### src/swlru_pkg.sv
// ----------------------------------------------------------------------------
// swlru_pkg: shared types and constants
// Request and response payload types and default sizes of the size weighted
// LRU cache unit.
// ----------------------------------------------------------------------------
`default_nettype none

package swlru_pkg;

   localparam int SIZE_BITS        = 24;
   localparam int KEY_ID_BITS      = 16;
   localparam int EVICT_BITS       = 5;
   localparam int ENTRIES_DEFAULT  = 16;
   localparam int KEY_BITS_DEFAULT = 16;

   localparam logic [SIZE_BITS-1:0] CAPACITY_RESET = 24'd1048576;
   localparam logic [SIZE_BITS-1:0] SIZE_MAX       = {SIZE_BITS{1'b1}};

   typedef struct packed {
      logic [KEY_ID_BITS-1:0] key_id;
      logic [SIZE_BITS-1:0]   object_size;
   } req_type;

   typedef struct packed {
      logic                  hit;
      logic                  stored;
      logic [EVICT_BITS-1:0] evicted_count;
      logic [SIZE_BITS-1:0]  remaining;
   } rsp_type;

endpackage

`default_nettype wire

### src/size_weighted_lru_cache_unit.sv
// Steps: key scan over all slots; a miss that fits adds a check and, per eviction, a
// rank read, a slot read and an update; the rank list walk then runs down to the hit
// entry on a hit or through the new entry on an insert; last the response register loads.
// Throughput: one item at a time; a new request is taken only once the unit is back in idle.
// Reset: synchronous, clears all entries at once (valid bits in flops),
// capacity returns to 1048576 and the free budget to capacity.
// ----------------------------------------------------------------------------
// size_weighted_lru_cache_unit: size aware LRU cache controller
// Keeps key and size per slot in a slot RAM and the recency order (rank to
// slot) in a rank RAM; evicts the least recent entries until an object fits.
// ----------------------------------------------------------------------------
`default_nettype none

module size_weighted_lru_cache_unit
   import swlru_pkg::*;
#(
   parameter int ENTRIES  = ENTRIES_DEFAULT,
   parameter int KEY_BITS = KEY_BITS_DEFAULT
) (
   input  wire logic                 clock,
   input  wire logic                 reset,
   input  wire logic                 req_valid,
   output logic                      req_stall,
   input  wire req_type              req_data,
   output logic                      rsp_valid,
   input  wire logic                 rsp_stall,
   output rsp_type                   rsp_data,
   input  wire logic                 csr_wr_en,
   input  wire logic [SIZE_BITS-1:0] csr_wr_data
);

   localparam int IW    = $clog2(ENTRIES);
   localparam int CW    = $clog2(ENTRIES + 1);
   localparam int SW    = KEY_BITS + SIZE_BITS;
   localparam int KCOPY = (KEY_BITS < KEY_ID_BITS) ? KEY_BITS : KEY_ID_BITS;

   typedef enum logic [3:0] {
      S_IDLE, S_LOOK, S_DECIDE, S_CHK, S_EV_RANK, S_EV_SLOT, S_EV_UPD,
      S_INS, S_WALK, S_DONE
   } state_type;

   // Control and payload registers
   state_type            state_ff, state_in;
   logic [KEY_BITS-1:0]  key_ff, key_in;
   logic [SIZE_BITS-1:0] size_ff, size_in;
   logic [SIZE_BITS-1:0] cap_ff, cap_in;
   logic [SIZE_BITS-1:0] free_ff, free_in;
   logic [CW-1:0]        cnt_ff, cnt_in;
   logic [ENTRIES-1:0]   valid_ff, valid_in;
   logic [IW-1:0]        scan_ff, scan_in;
   logic                 hit_ff, hit_in;
   logic [IW-1:0]        hslot_ff, hslot_in;
   logic                 have_free_ff, have_free_in;
   logic [IW-1:0]        fslot_ff, fslot_in;
   logic [IW-1:0]        victim_ff, victim_in;
   logic [IW-1:0]        prev_ff, prev_in;
   logic [IW-1:0]        last_ff, last_in;
   logic                 stored_ff, stored_in;
   logic [EVICT_BITS-1:0] evict_ff, evict_in;
   logic                 rsp_valid_ff, rsp_valid_in;
   rsp_type              rsp_ff, rsp_in;

   // RAM ports
   logic          slot_we;
   logic [IW-1:0] slot_waddr, slot_raddr;
   logic [SW-1:0] slot_wdata, slot_rdata;
   logic          rank_we;
   logic [IW-1:0] rank_waddr, rank_raddr, rank_rdata;

   logic [KEY_BITS-1:0]  req_key;
   logic [KEY_BITS-1:0]  rd_key;
   logic [SIZE_BITS-1:0] rd_size;
   logic [SIZE_BITS:0]   sum_size;
   logic [CW-1:0]        cnt_dec;
   logic                 need_evict;

   swlru_ram #(.WIDTH(SW), .DEPTH(ENTRIES)) u_slot_ram (
      .clock   (clock),
      .wr_en   (slot_we),
      .wr_addr (slot_waddr),
      .wr_data (slot_wdata),
      .rd_addr (slot_raddr),
      .rd_data (slot_rdata)
   );

   swlru_ram #(.WIDTH(IW), .DEPTH(ENTRIES)) u_rank_ram (
      .clock   (clock),
      .wr_en   (rank_we),
      .wr_addr (rank_waddr),
      .wr_data (prev_ff),
      .rd_addr (rank_raddr),
      .rd_data (rank_rdata)
   );

   always_comb begin
      req_key              = '0;
      req_key[KCOPY-1:0]   = req_data.key_id[KCOPY-1:0];
   end

   assign rd_key     = slot_rdata[SW-1:SIZE_BITS];
   assign rd_size    = slot_rdata[SIZE_BITS-1:0];
   assign sum_size   = {1'b0, free_ff} + {1'b0, rd_size};
   assign cnt_dec    = cnt_ff - CW'(1);
   assign need_evict = (size_ff > free_ff) || (cnt_ff == CW'(ENTRIES));

   // Hold off a request while busy or while a capacity write takes the idle cycle.
   assign req_stall  = (state_ff != S_IDLE) || csr_wr_en;
   assign rsp_valid  = rsp_valid_ff;
   assign rsp_data   = rsp_ff;

   // Slot RAM write only at insert; rank RAM write during the walk.
   assign slot_we    = (state_ff == S_INS);
   assign slot_waddr = fslot_ff;
   assign slot_wdata = {key_ff, size_ff};
   assign rank_we    = (state_ff == S_WALK);
   assign rank_waddr = scan_ff;

   always_comb begin
      case (state_ff)
         S_LOOK:    slot_raddr = scan_ff + IW'(1);
         S_EV_SLOT: slot_raddr = rank_rdata;
         default:   slot_raddr = '0;
      endcase
      case (state_ff)
         S_EV_RANK: rank_raddr = cnt_dec[IW-1:0];
         S_WALK:    rank_raddr = scan_ff + IW'(1);
         default:   rank_raddr = '0;
      endcase
   end

   always_comb begin
      state_in     = state_ff;
      key_in       = key_ff;
      size_in      = size_ff;
      cap_in       = cap_ff;
      free_in      = free_ff;
      cnt_in       = cnt_ff;
      valid_in     = valid_ff;
      scan_in      = scan_ff;
      hit_in       = hit_ff;
      hslot_in     = hslot_ff;
      have_free_in = have_free_ff;
      fslot_in     = fslot_ff;
      victim_in    = victim_ff;
      prev_in      = prev_ff;
      last_in      = last_ff;
      stored_in    = stored_ff;
      evict_in     = evict_ff;
      rsp_valid_in = rsp_valid_ff;
      rsp_in       = rsp_ff;

      // Drop the response once the transfer completes.
      if (rsp_valid_ff && !rsp_stall) begin
         rsp_valid_in = 1'b0;
      end

      case (state_ff)
         S_IDLE: begin
            // Capacity write flushes the whole cache.
            if (csr_wr_en) begin
               cap_in   = csr_wr_data;
               free_in  = csr_wr_data;
               valid_in = '0;
               cnt_in   = '0;
            end else if (req_valid) begin
               key_in       = req_key;
               size_in      = req_data.object_size;
               scan_in      = '0;
               hit_in       = 1'b0;
               have_free_in = 1'b0;
               stored_in    = 1'b0;
               evict_in     = '0;
               state_in     = S_LOOK;
            end
         end
         S_LOOK: begin
            // Slot RAM data for address scan_ff is present this cycle.
            if (valid_ff[scan_ff] && rd_key == key_ff) begin
               hit_in   = 1'b1;
               hslot_in = scan_ff;
            end
            if (!valid_ff[scan_ff] && !have_free_ff) begin
               have_free_in = 1'b1;
               fslot_in     = scan_ff;
            end
            if (scan_ff == IW'(ENTRIES - 1)) begin
               state_in = S_DECIDE;
            end else begin
               scan_in = scan_ff + IW'(1);
            end
         end
         S_DECIDE: begin
            if (hit_ff) begin
               stored_in = 1'b1;
               prev_in   = hslot_ff;
               scan_in   = '0;
               state_in  = S_WALK;
            end else if (size_ff > cap_ff) begin
               state_in = S_DONE;
            end else begin
               state_in = S_CHK;
            end
         end
         S_CHK: begin
            if (!need_evict) begin
               state_in = S_INS;
            end else if (cnt_ff != '0) begin
               state_in = S_EV_RANK;
            end else begin
               state_in = S_DONE;
            end
         end
         S_EV_RANK: begin
            // Least recent entry sits at rank count-1.
            state_in = S_EV_SLOT;
         end
         S_EV_SLOT: begin
            victim_in = rank_rdata;
            state_in  = S_EV_UPD;
         end
         S_EV_UPD: begin
            free_in = sum_size[SIZE_BITS] ? SIZE_MAX : sum_size[SIZE_BITS-1:0];
            valid_in[victim_ff] = 1'b0;
            cnt_in   = cnt_dec;
            evict_in = evict_ff + EVICT_BITS'(1);
            if (!have_free_ff || victim_ff < fslot_ff) begin
               have_free_in = 1'b1;
               fslot_in     = victim_ff;
            end
            state_in = S_CHK;
         end
         S_INS: begin
            valid_in[fslot_ff] = 1'b1;
            free_in   = free_ff - size_ff;
            stored_in = 1'b1;
            last_in   = cnt_ff[IW-1:0];
            cnt_in    = cnt_ff + CW'(1);
            prev_in   = fslot_ff;
            scan_in   = '0;
            state_in  = S_WALK;
         end
         S_WALK: begin
            // Shift the rank list down by one, new most recent at rank 0.
            prev_in = rank_rdata;
            if (hit_ff ? (rank_rdata == hslot_ff) : (scan_ff == last_ff)) begin
               state_in = S_DONE;
            end else begin
               scan_in = scan_ff + IW'(1);
            end
         end
         S_DONE: begin
            if (!rsp_valid_ff || !rsp_stall) begin
               rsp_valid_in         = 1'b1;
               rsp_in.hit           = hit_ff;
               rsp_in.stored        = stored_ff;
               rsp_in.evicted_count = evict_ff;
               rsp_in.remaining     = free_ff;
               state_in             = S_IDLE;
            end
         end
         default: begin
            state_in = S_IDLE;
         end
      endcase
   end

   always_ff @(posedge clock) begin
      if (reset) begin
         state_ff     <= S_IDLE;
         cap_ff       <= CAPACITY_RESET;
         free_ff      <= CAPACITY_RESET;
         cnt_ff       <= '0;
         valid_ff     <= '0;
         rsp_valid_ff <= 1'b0;
      end else begin
         state_ff     <= state_in;
         cap_ff       <= cap_in;
         free_ff      <= free_in;
         cnt_ff       <= cnt_in;
         valid_ff     <= valid_in;
         rsp_valid_ff <= rsp_valid_in;
      end
      key_ff       <= key_in;
      size_ff      <= size_in;
      scan_ff      <= scan_in;
      hit_ff       <= hit_in;
      hslot_ff     <= hslot_in;
      have_free_ff <= have_free_in;
      fslot_ff     <= fslot_in;
      victim_ff    <= victim_in;
      prev_ff      <= prev_in;
      last_ff      <= last_in;
      stored_ff    <= stored_in;
      evict_ff     <= evict_in;
      rsp_ff       <= rsp_in;
   end

endmodule

`default_nettype wire

### src/swlru_ram.sv
// ----------------------------------------------------------------------------
// swlru_ram: simple dual port synchronous RAM
// One write port and one read port; read data is registered.
// ----------------------------------------------------------------------------
`default_nettype none

module swlru_ram #(
   parameter int WIDTH = 8,
   parameter int DEPTH = 16
) (
   input  wire logic                     clock,
   input  wire logic                     wr_en,
   input  wire logic [$clog2(DEPTH)-1:0] wr_addr,
   input  wire logic [WIDTH-1:0]         wr_data,
   input  wire logic [$clog2(DEPTH)-1:0] rd_addr,
   output logic      [WIDTH-1:0]         rd_data
);

   logic [WIDTH-1:0] mem [DEPTH];

   always_ff @(posedge clock) begin
      if (wr_en) begin
         mem[wr_addr] <= wr_data;
      end
      rd_data <= mem[rd_addr];
   end

endmodule

`default_nettype wire

### config.mk
export PLATFORM = sky130hd
export DESIGN_NAME = size_weighted_lru_cache_unit
export DESIGN_NICKNAME = d
export VERILOG_FILES = /design/src/swlru_pkg.sv /design/src/size_weighted_lru_cache_unit.sv /design/src/swlru_ram.sv
export SDC_FILE = /design/constraint.sdc
export NUM_CORES = 1
export LEC_CHECK = 0
export BUFFER_PORTS_ARGS = -buffer_cell sky130_fd_sc_hd__clkbuf_2
export CORE_MARGIN = 2
export CORE_UTILIZATION = 55
export CTS_BUF_LIST = sky130_fd_sc_hd__clkbuf_4 sky130_fd_sc_hd__clkbuf_8
export DETAILED_ROUTE_END_ITERATION = 6
export PLACE_DENSITY_LB_ADDON = 0.25
export SLEW_MARGIN = 20
export SYNTH_ARGS = -nofsm -noshare
export SYNTH_HDL_FRONTEND = slang
export SYNTH_SLANG_ARGS = --single-unit
### constraint.sdc
create_clock -name clock -period 9.45 [get_ports clock]
set_clock_uncertainty 0.05 [all_clocks]
set_input_delay 0.945 -clock clock [delete_from_list [all_inputs] [get_ports clock]]
set_output_delay 0.945 -clock clock [all_outputs]
set_load 0.02 [all_outputs]
After elaboration in Yosys (flattened, before gate mapping)
Memories as Yosys holds them, arrays and structs flattened. A register that Yosys moved wholly into a read port is not among the register bits.
Index checks and enable logic that the tools add are counted.
- equal/unequal tests: 26
- $add $sub $neg: 6
- multiplexer cells: 56
- reduce and logical (&&, ||, !) cells: 37
- order comparisons: 8
- bitwise gates (word level): 4
- operator list (kind ; count):
    $pmux 24 s3 ; 1
    $mux 4 ; 17
    $gt 24x24->1 ; 2
    $mux 24 ; 2
    $pmux 16 s3 ; 1
    $pmux 4 s10 ; 1
    $add 24x24->25 ; 1
    $pmux 4 s2 ; 3
    $sub 24x24->24 ; 1
    $ne 2x2->1 const B ; 11
    $pmux 4 s5 ; 1
    $mux 1 ; 17
    $and 16x16->16 ; 1
    $eq 16x16->1 ; 1
    $eq 4x3->1 const B ; 4
    $mux 16 ; 1
    $not 16->16 ; 1
    $or 16x16->16 ; 1
    $lt 4x5->1 const B ; 3
    $mux 5 ; 3
    $pmux 5 s3 ; 1
    $eq 4x4->1 const B ; 3
    $pmux 4 s3 ; 1
    $reduce_bool 3->1 ; 4
    28 further kinds ; 55
- memories: 2
- RAM bits: 704
- output and inout port bits: 33
- register bits after elaboration: 177
- input port bits: 69
- memories (memory ; depth ; bits a word ; read ports ; clocked after memory_dff ; wr ports ; RTL line ; RTL):
    u_slot_ram.mem ; 16 ; 40 ; 1 ; 1 ; 1 ; swlru_ram.sv:19 ; logic [WIDTH-1:0] mem [DEPTH];
    u_rank_ram.mem ; 16 ; 4 ; 1 ; 1 ; 1 ; swlru_ram.sv:19 ;

Longest topological paths before layout
- word-level depth: 7
- gate-level depth with buffers: 13

Hierarchy
Synthesis repeated with hierarchy kept, for this count alone.
- cells, all modules: 2305
- area total of the unflattened synthesis: 38270.5 um^2
- modules (own cells, without submodules) (module ; cells an instance ; times used ; sequential area each (um^2) ; area an instance (um^2)):
    swlru_ram at u_slot_ram ; 1040 ; 1 ; 20019.2 ; 25131.6
    size_weighted_lru_cache_unit ; 1135 ; 1 ; 4574.4 ; 10472.5
    swlru_ram at u_rank_ram ; 130 ; 1 ; 2001.9 ; 2666.3

Worst setup path after synthesis
OpenSTA, ideal clock, no wires.
- path type: reg-to-reg
- start point: register state_ff[3]
- end point: register valid_ff[8]
- setup slack: 4.746 ns
- path buffers: 1
- arrival time: 4.584 ns
- stages on the path, launching flop included: 9
- cells stage by stage: dfxtp_1 > buf_2 > nor2b_1 > and2_1 > nand2_1 > nor2_1 > nand2_1 > nor3_1 > o221a_2
- cells in the longest elaborated chain, start to end: 3
- ends and longest elaborated chain (what ; RTL line ; RTL):
    start, declared ; size_weighted_lru_cache_unit.sv:43 ; state_type state_ff, state_in;
    start signal, assigned ; size_weighted_lru_cache_unit.sv:276 ; state_ff <= state_in;
    $eq 4x3->1 or $logic_not 4->1 (tied branches) ; size_weighted_lru_cache_unit.sv:157 ; case (state_ff)
    $reduce_bool 3->1 (no line) or $ne 2x2->1 (tied branches) ; - ;
    $reduce_and 2->1 (no line) ; - ;
    end signal, assigned ; size_weighted_lru_cache_unit.sv:280 ; valid_ff <= valid_in;
    end, declared ; size_weighted_lru_cache_unit.sv:49 ; logic [ENTRIES-1:0] valid_ff, valid_in;
Several ways; a longest one is shown, not always the timed one.
A chain may end at the register's enable or synchronous reset.

Final worst setup path
- start point: register state_ff[1]
- end point: memory u_slot_ram.mem[3][2] in the netlist's numbering, enable pin
- cells in the longest elaborated chain, start to end: 3
- ends and longest elaborated chain (what ; RTL line ; RTL):
    $eq 4x3->1 ; size_weighted_lru_cache_unit.sv:112 ; assign slot_we = (state_ff == S_INS);
    $mux 1 ; swlru_ram.sv:22 ; if (wr_en) begin
    $mux 1 (implied by the code) ; swlru_ram.sv:23 ; mem[wr_addr] <= wr_data;
    end, declared ; swlru_ram.sv:19 ;
No other way between the ends.

==> parameters.txt <==
Parameter                              Value

STA
  Min Clock Period, post-route ... between 4 and 5 ns
  Slew margin rel. ... 0.184
  Final number of setup-violating endpoints ... 0
  Setup repair after global routing missed its margin ... false
  Setup TNS ... 0 ns
  Transition time at the pin with the least slew margin ... around 1.2 ns
  Achievable Freq ... 227 MHz
  Final WS setup ... between 5 and 6 ns
  Max-slew violation count ... 0
  Share of the clock period used by the worst path after layout ... 0.466
  Final Hold Viols ... 0

Cells and area
  Final Cell Area ... 43600 sq um
  Most common library cell in the layout ignoring fill and taps ... edfxtp_1
  Leading cell types in the layout, fill and taps excluded ... 807 x edfxtp_1, 479 x nand2_1, 229 x a211oi_1, 169 x a21oi_1, 158 x clkbuf_8
  Count of nets after finishing ... 3304
  Ratio of cells with drive above 1 in the final layout ... 0.140
  Layout Area Growth over Synthesis ... 11.7%
  Final Non-Filler Cells ... 4214
  Number of filler cells placed in the layout ... roughly 5400

Die
  Die width ... 270 um
  Number of top-level pins ... 102
  Starting Density ... 0.556
  # rows ... 97
  Placeable core area ... 70100 sq um
  Die Area ... between 70000 and 80000 sq um
  Die Y-Extent ... 270 um

Worst setup path
  CP Launch Type ... register
  Critical path fanouts, max ... 32
  Nature of the critical path endpoint ... register
  Crit path arrival time ... about 4.8 ns
  Data required time at the worst endpoint ... roughly 9.8 ns
  Category of the critical setup timing path ... reg2reg

Clocking
  Cts bufs inserted ... 148
  Number of buffers added for setup after CTS ... 0
  Worst skew pair latency ... 0.82 ns
  Clock transition at path regs ... 0.06 ns
  Buffer levels on the longest clock path ... 3
  Clock sink total ... around 930
  Number of levels in the clock H-tree ... 4
  Clock tree from TritonCTS ... done
  Number of hold buffers added after cts ... 0
  Post-CTS Resized ... 0
  CTS root buf ... clkbuf_8

Synthesis
  Post-synth cell types ... 68
  Number of flip-flops and latches in the synthesized netlist ... 925
  Cell taking the most area after synthesis ... edfxtp_1
  Avg Inst Size Synth ... 12.9 sq um
  Number of synthesized flops with an enable pin ... between 800 and 900
  Fraction of post-synthesis cell area in the top cell type by area ... 0.621
  Number of synthesis warnings ... 0
  Most used flip-flop cell after synthesis ... edfxtp_1
  Share of synthesized area occupied by flip-flops and latches ... 0.682
  Fraction of registers with async set/reset ... 0
  Dominant cells by area after synthesis ... edfxtp_1 62%, dfxtp_1 6.1%, nand2_1 4.6%
  Synth Net Count ... about 3200
  Gate Count Post-Synth ... approximately 3000
  Post-synthesis cell area ... 39000 sq um

Pwr
  Leakage Power ... roughly 15 nW
  PnR Total Power ... 10.5 mW
  Power per unit of standard cell area ... 241 nW/um^2
  Maximum VDD drop ... 0.152 mV

Detailed routing
  Starting DRC count in detailed routing ... about 2600
  Via count ... 25500
  Number of DRC violations after detailed routing ... 0
  Number of vias per cell after detailed routing ... 6.05
  Drt wl/cell ... 22.3 um
  Number of optimization iterations in the first detailed-route pass ... 6
  Sum of met3 wire segment lengths after detailed routing ... 6760 um
  Met1 layer wirelength in the final routing ... 40900 um
  Top routing layer in use ... met4
  Wire length reported by the detailed router ... 93900 um
  Met2 wirelength from detailed routing ... 44000 um
  Antenna Nets Post-Route ... 0

Hold path
  Hold Crit Class ... in2reg

GRT
  Initial antenna violation count ... 3
  Number of global-route vias before repair ... between 20000 and 25000
  Overflow left after global routing ... 0
  All-layer global routing usage ... 0.255
  Pin count of the biggest net entering global routing ... 221
  First-pass GRT wire length ... 143000 um

Placement
  Global placer's final weighted congestion ... 0.916
  Quantity of I/O buffers inserted on ports ... 101
  Post-DP HPWL ... around 54000 um
  DP Cell Count ... approximately 4000
  Placement-stage cell area ... 40500 sq um
  Pre-CTS WS ... roughly 5.0 ns

Job
  Max-cap violations ... 0

Run status
  Run status ... complete, no violations
-- per-layer routing --
| metal | track usage | vias up |
|---|---|---|
| met5 | 0 | - |
| met3 | 0.0429 | 170 |
| li1 | - | 11700 |
| met2 | 0.404 | 926 |
| met4 | 0.0858 | 0 |
| met1 | 0.360 | 12700 |
-- critical path: stages (launching register included) --
cell and delay, ns:
dfxtp_1 0.51, nor2b_1 0.40, and2_1 0.19, buf_4 0.29, nand2_1 0.34, inv_1 0.68
nand3_1 0.47, nor2_4 0.49, buf_4 0.56
-- where the power goes --
part	switching (mW)	internal (mW)
clock network	1.58	1.89
registers	0.212	4.63
logic	1.38	0.777
-- cells by family (layout without fill, tap and decap cells) --
group / after synthesis / count (layout) / synth area share
other: 0 / 1 / 0
buffers and inverters: 255 / 494 / 0.0262
DFF: 925 / 925 / 0.682
and+or+nand+nor: 904 / 904 / 0.106
AOI/OAI and AO/OA: 787 / 787 / 0.139
adders and majority gates: 85 / 85 / 0.0277
muxes: 5 / 5 / 0.00289
xor gates and xnor gates: 73 / 73 / 0.0164
-- Yosys cell counts, types with 5 or more instances --
cell / count
o211a_1: 6
buf_2: 44
and3_1: 12
xnor2_1: 51
nand2b_1: 13
nor2b_1: 10
a311oi_1: 89
nand3_1: 30
o21a_1: 7
o21ai_0: 67
o21ai_1: 6
and2_0: 63
a31oi_1: 103
a21oi_1: 173
a311o_1: 5
xor2_1: 22
o211ai_1: 7
o22ai_1: 6
nand4_1: 15
mux4_2: 5
o221a_2: 12
nor3_1: 20
inv_1: 68
ha_1: 83
nor2_1: 112
buf_1: 9
a22oi_1: 5
o21bai_1: 5
nand2_1: 479
nor4_1: 8
clkbuf_1: 130
and2_1: 120
dfxtp_1: 118
a211oi_1: 229
or3_1: 5
a21o_1: 31
and4_1: 6
edfxtp_1: 807
-- worst paths after layout --
path	from	end	slack (ns)	depth (start not counted)
min	req_data[25]	key_ff[1]	0.25	1
min reg2reg	stored_ff	rsp_data[29]	0.38	0
max reg2reg	state_ff[1]	u_slot_ram.mem[3][2]	5.05	8
max	state_ff[1]	u_slot_ram.mem[3][2]	5.05	8
-- final cells by class --
type                       instances  area, sq um  area share
antenna                            1         2.50   0.0000574
clock buffer                     207         2540      0.0584
clock inverter                    66          490      0.0113
inverter                          70          263     0.00603
multi-input combinational       1854        11600       0.266
sequential                       925        26600       0.610
tap                              940         1180      0.0270
timing repair buffer             151          918      0.0211
-- state kept, by name (all words and copies together) (netlist names), 5 cells and up --
signal,cells
u_rank_ram.mem,64
key_ff,16
cnt_ff,5
cap_ff,24
size_ff,24
free_ff,24
u_slot_ram.rd_data,40
valid_ff,16
u_slot_ram.mem,640
evict_ff,5
rsp_data,31
-- through the flow --
| stage | hold slack (ns) | utilization |
|---|---|---|
| floorplan | 0.350 | - |
| global placement | 0.367 | 0.578 |
| global route | 0.211 | 0.621 |
| CTS | 0.200 | 0.621 |
| detailed placement | 0.376 | 0.578 |
| finish | 0.254 | 0.621 |
Note: power is estimated with default switching activity, not from simulation.
